[config.mk]
export PLATFORM = sky130hd
export DESIGN_NAME = glcw_ctrl
export DESIGN_NICKNAME = d
export VERILOG_FILES = /design/src/hw/rtl/glcw_pkg.sv /design/src/hw/rtl/glcw_ctrl.sv
export SDC_FILE = /design/constraint.sdc
export NUM_CORES = 1
export LEC_CHECK = 0
export BUFFER_PORTS_ARGS = -buffer_cell sky130_fd_sc_hd__buf_2
export CORE_AREA = 4 4 41 43
export CTS_BUF_LIST = sky130_fd_sc_hd__clkbuf_16
export DETAILED_ROUTE_END_ITERATION = 12
export DIE_AREA = 0 0 45 47
export PLACE_DENSITY_LB_ADDON = 0.3
export SLEW_MARGIN = 20
export SYNTH_ARGS = -nofsm -noshare
export SYNTH_HDL_FRONTEND = slang
export SYNTH_SLANG_ARGS = --single-unit
[constraint.sdc]
create_clock -name clk -period 1.5 [get_ports clk]
set_clock_uncertainty 0.2 [all_clocks]
set_input_delay 0.15 -clock clk [delete_from_list [all_inputs] [get_ports clk]]
set_output_delay 0.15 -clock clk [all_outputs]
set_load 0.01 [all_outputs]
[src/hw/rtl/glcw_pkg.sv]
// Shared types and constants for the grid line cell walker.
package glcw_pkg;

  localparam int CELL_W    = 24;
  localparam int FIELD_W   = 32;
  localparam int CFG_IDX_W = 4;

  localparam logic [CELL_W-1:0]    RESET_CELL      = CELL_W'(1000000);
  localparam logic [CFG_IDX_W-1:0] REG_CELL_WIDTH  = CFG_IDX_W'(0);
  localparam logic [CFG_IDX_W-1:0] REG_CELL_HEIGHT = CFG_IDX_W'(1);

  // Division operand select
  localparam logic [1:0] OP_START_X = 2'd0;
  localparam logic [1:0] OP_START_Y = 2'd1;
  localparam logic [1:0] OP_END_X   = 2'd2;
  localparam logic [1:0] OP_END_Y   = 2'd3;

  typedef enum logic [2:0] {
    S_IDLE,
    S_DIV_INIT,
    S_DIV_STEP,
    S_DIV_WB,
    S_MUL,
    S_WALK
  } glcw_state_t;

  typedef struct packed {
    logic       load;
    logic       div_init;
    logic       div_step;
    logic       div_wb;
    logic [1:0] op;
    logic       mul;
    logic       walk_step;
  } glcw_cmd_t;

  typedef struct packed {
    logic div_last;
    logic out_free;
    logic walk_last;
  } glcw_stat_t;

endpackage

[src/hw/rtl/glcw_ctrl.sv]
// Controller: sequences load, four divisions, product setup and the cell walk.
module glcw_ctrl
  import glcw_pkg::*;
(
  input  logic       clk,
  input  logic       rst_n,
  input  logic       in_valid,
  output logic       in_ready,
  input  glcw_stat_t stat,
  output glcw_cmd_t  cmd
);

  glcw_state_t state_r, state_nxt;
  logic [1:0]  op_r, op_nxt;

  always_ff @(posedge clk) begin
    if (!rst_n) begin
      state_r <= S_IDLE;
      op_r    <= OP_START_X;
    end else begin
      state_r <= state_nxt;
      op_r    <= op_nxt;
    end
  end

  always_comb begin
    state_nxt = state_r;
    op_nxt    = op_r;
    cmd       = '0;
    cmd.op    = op_r;
    in_ready  = 1'b0;
    case (state_r)
      S_IDLE: begin
        in_ready = 1'b1;
        if (in_valid) begin
          cmd.load  = 1'b1;
          op_nxt    = OP_START_X;
          state_nxt = S_DIV_INIT;
        end
      end
      S_DIV_INIT: begin
        cmd.div_init = 1'b1;
        state_nxt    = S_DIV_STEP;
      end
      S_DIV_STEP: begin
        cmd.div_step = 1'b1;
        if (stat.div_last) begin
          state_nxt = S_DIV_WB;
        end
      end
      S_DIV_WB: begin
        cmd.div_wb = 1'b1;
        if (op_r == OP_END_Y) begin
          state_nxt = S_MUL;
        end else begin
          op_nxt    = op_r + 2'd1;
          state_nxt = S_DIV_INIT;
        end
      end
      S_MUL: begin
        cmd.mul   = 1'b1;
        state_nxt = S_WALK;
      end
      S_WALK: begin
        if (stat.out_free) begin
          cmd.walk_step = 1'b1;
          if (stat.walk_last) begin
            state_nxt = S_IDLE;
          end
        end
      end
      default: begin
        state_nxt = S_IDLE;
      end
    endcase
  end

endmodule

After elaboration in Yosys (flattened, before gate mapping) --
Cells that the tools add are included. W data, S select, Z words.
Storage, ports and cells: memories 0, register bits 5, bits in latches 0, memory bits (writable) 0, output and inout port bits 9, bits in read-only memories 0
Cells by class: bitwise gates (word level) 0, reduce and logical (&&, ||, !) cells 4, div/mod/pow operators 0, multiply operators 0, eq/ne operators 11, shift-type cells 0, $lt $le $gt $ge 0, add/sub/neg operators 1, muxes and demuxes 18
Operators with widths (count):
- $pmux W3 S6 | 1
- $mux W3 | 5
- $ne A2 B2 Y1 const B | 5
- $mux W1 | 9
- $eq A3 B2 Y1 const B | 2
- $eq A3 B3 Y1 const B | 2
- $mux W2 | 2
- $pmux W2 S2 | 1
- $reduce_and A4 Y1 | 1
- $eq A3 B1 Y1 const B | 1
- $logic_not A3 Y1 | 1
- $reduce_and A3 Y1 | 1
- $add A2 B1 Y2 const B | 1
- $eq A2 B2 Y1 const B | 1
- $reduce_bool A2 Y1 | 1

Depth between registers and ports, before layout --
depth in word-level cells 3, mapped depth 4

Worst setup path before layout --
OpenSTA, ideal clock, no wires.
path kind register to register, from register op_r[0], to register op_r[0], arrival 1.024 ns, buffers on the path 0, library setup time 0.128 ns, cell stages (with the launch flop) 5, data required time 1.172 ns, path slack 0.148 ns, clock period less this slack 1.352 ns, cells stage by stage dfxtp_1 > ha_1 > nand4bb_2 > o31ai_1 > o22ai_1
On the way: cells in the longest elaborated chain, start to end 3
RTL lines:
- start, declared | line glcw_ctrl.sv:14 | logic [1:0] op_r, op_nxt;
- start signal, assigned | line glcw_ctrl.sv:22 | op_r <= op_nxt;
- $add A2 B1 Y2 / $eq A2 B2 Y1 (equally long branches) | line glcw_ctrl.sv:56, glcw_ctrl.sv:53
- $mux W2 / $ne A2 B2 Y1 (equally long branches)
- $pmux W2 S2 / $reduce_and A3 Y1 (equally long branches)
Parallel ways exist; a longest one is shown, timed or not. The select of a mux whose other input is x is not followed. A chain may end at the register's enable or synchronous reset.

==> results.sh <==
export IMPL_min_path_cells=3
export IMPL_r2r_slack_ps=90
export IMPL_synth_ff_latch_count=5
export IMPL_ant_nets=0
export IMPL_place_inst=68
export IMPL_ys_types=26
export IMPL_arrival_ps=1110
export IMPL_tightest_slew_ps=283
export IMPL_required_ps=1150
export IMPL_dp_hpwl_um=617
export IMPL_htree_num_levels=1
export IMPL_routedWlPerCell_um=11.3
export IMPL_cts_sinks=5
export IMPL_fin_ws_ps=39.3
export IMPL_ioPinCount=15
export IMPL_slowest_delay_ps=370
export IMPL_hold_path_class="in -> reg"
export IMPL_row_count=13
export IMPL_whs_ps=24.5
export IMPL_die_height_um=47
export IMPL_layout_min_cycle_time_ps=1460
export IMPL_grt_overflow=0
export IMPL_drt_total_wl_um=812
export IMPL_drv_slew=0
export IMPL_ys_seq_area_share_pct=28.3
export IMPL_crit_family="simple AND/OR/NAND/NOR gates"
export IMPL_cts_made_buffers=3
export IMPL_dieArea_um2=2120
export IMPL_holdPathEnd="state_r[2]"
export IMPL_clk_pin_slew_ps=30
export IMPL_syn2layout_area_growth_pct=48.1
export IMPL_design_area_um2=524
export IMPL_drt_iter0_drc=4
export IMPL_worstSetupPathType="reg -> out"
export IMPL_endpoint_kind="output pin"
export IMPL_final_util_pct=40.3
export IMPL_core_area_um2=1300
export IMPL_reg2reg_from="op_r[0]"
export IMPL_vias_per_cell=4.67
export IMPL_grt_use_total_pct=9.73
export IMPL_diodes=0
export IMPL_synth_nets=46
export IMPL_relSlewSlack_pct=81.0
export IMPL_status="finished, final reports clean"
export IMPL_period_share_pct=97.4
export IMPL_layout_commonest_cell="buf_2"
export IMPL_worst_r2r_path_depth=4
export IMPL_dpl_instance_area_um2=429
export IMPL_hold_path_startpoint="stat[2]"
export IMPL_syn_area_um2=354
export IMPL_drv_cap=0
export IMPL_hold_viol=0
export IMPL_finalSetupTns_ps=0
export IMPL_syn_inst=39
export IMPL_grt_setup_unrepaired="false"
export IMPL_clockBufferDepth=2
export IMPL_gp_congestion=0.751
export IMPL_power_density_nw_per_um2=1400
export IMPL_synth_avg_cell_area_um2=9.08
export IMPL_finalNonFillerCells=72
export IMPL_power_leakage_nw=0.243
export IMPL_clk_latency_ps=230
export IMPL_drive_gt1_share_pct=49.1
export IMPL_crit_fanout=7
export IMPL_firstDrtPassIters=2
export IMPL_setup_viol=0
export IMPL_crit_buf_inv=1
export IMPL_drcViolationCount=0
export IMPL_antenna_found_initial=0
export IMPL_io_buffer_count=14
export IMPL_ir_drop_v=0.000703
export IMPL_clockRootBuffer="clkbuf_16"
export IMPL_worstPathCellList="and2b_2, and3_1, buf_2"
export IMPL_reg2reg_to="op_r[1]"
export IMPL_yosys_warnings=0
export IMPL_grt_max_degree=11
export IMPL_first_global_vias=327
export IMPL_layout_common_cells="buf_2, nand2_1"
export IMPL_power_mw=0.737
export IMPL_cts_tree="built"
export IMPL_via_count=336
export IMPL_max_freq_ghz=0.685
export IMPL_start_util_pct=27.2
export IMPL_crit_path_start_kind="flop"
export IMPL_grt_pass1_wl_um=1420
export IMPL_slowest_stage="dfxtp_4"
export IMPL_num_nets_final=65
export IMPL_die_w_um=45
export IMPL_pre_cts_slack_ps=92.0
## registers in the layout (all words and copies together), names as in the netlist
signal	cells
state_r	3
op_r	2
## cells by family (layout without fill, tap and decap cells)
family / Yosys count / after routing / share of synthesized area (%)
AO/OA/AOI/OAI: 7 / 7 / 14.5
XOR/XNOR: 1 / 1 / 2.47
adder cells (fa/ha/maj): 1 / 1 / 3.53
buffers and inverters: 5 / 23 / 12.4
flip-flops: 5 / 5 / 28.3
multiplexers: 1 / 1 / 2.83
AND/OR/NAND/NOR: 19 / 19 / 36.0
## metal layers
| layer | share of wire [%] | wire length [um] | GRT usage, % | vias up |
|---|---|---|---|---|
| li1 | - | - | - | 177 |
| met1 | 44 | 356 | 10.3 | 152 |
| met2 | 50 | 404 | 15.8 | 7 |
| met3 | 6.4 | 52 | 6.13 | 0 |
| met4 | 0 | 0 | 3.51 | 0 |
| met5 | 0 | 0 | 0 | - |
## Yosys cell counts, drive strengths merged
cell type | instances | share of area (%)
nor2 | 1 | 1.1
nand2b | 2 | 5.7
o31ai | 1 | 2.1
clkbuf | 1 | 3.9
nand2 | 4 | 4.2
and3 | 1 | 1.8
and2b | 1 | 2.5
a2bb2oi | 1 | 2.5
buf | 2 | 6.4
o22ai | 3 | 5.3
nor3b | 1 | 2.1
and2 | 1 | 1.8
nand3 | 1 | 1.4
and3b | 1 | 2.8
nand3b | 1 | 2.1
a22oi | 1 | 2.1
mux2i | 1 | 2.8
nor2b | 1 | 1.8
a311oi | 1 | 2.5
ha | 1 | 3.5
nand4bb | 1 | 4.6
nor3 | 3 | 4.2
inv | 2 | 2.1
xnor2 | 1 | 2.5
dfxtp | 5 | 28
## worst min-delay path: stages
cell and delay (ps):
buf_2 110, nand2_1 60, a311oi_1 90
## report_power, final
| part | switching [mW] | internal [mW] | total (mW) |
|---|---|---|---|
| registers | 0.0193 | 0.146 | 0.165 |
| clock network | 0.0829 | 0.345 | 0.428 |
| logic | 0.0679 | 0.0757 | 0.144 |
| total | 0.170 | 0.567 | 0.737 |
## layout make-up
cell class / instances / area, um2
clock inverter: 1 / 3.75
clock buffer: 3 / 75.1
inverter: 2 / 7.51
multi-input combinational: 29 / 218
fill: 148 / 777
sequential: 5 / 109
timing repair buffer: 17 / 92.6
tap: 15 / 18.8
## repair_timing
item / in CTS / in global routing
gates resized for setup: 3 / 4
hold buffers: 0 / 0
setup endpoints to repair: 2 / 2
pin swaps: 0 / 1
buffers inserted: 0 / 0
## how the worst max path moves through the flow
stage                     cells after the start        from  slack, ps  endpoint
final                                         3  state_r[1]         40    cmd[0]
after global routing                          4     op_r[0]          9   op_r[0]
after CTS                                     3  state_r[1]          7    cmd[0]
after detailed placement                      4     op_r[0]         90   op_r[1]
after global placement                        4     op_r[0]        140   op_r[1]
after floorplan                               4     op_r[0]        150   op_r[0]
No activity file was read; power rests on OpenSTA's default activity.
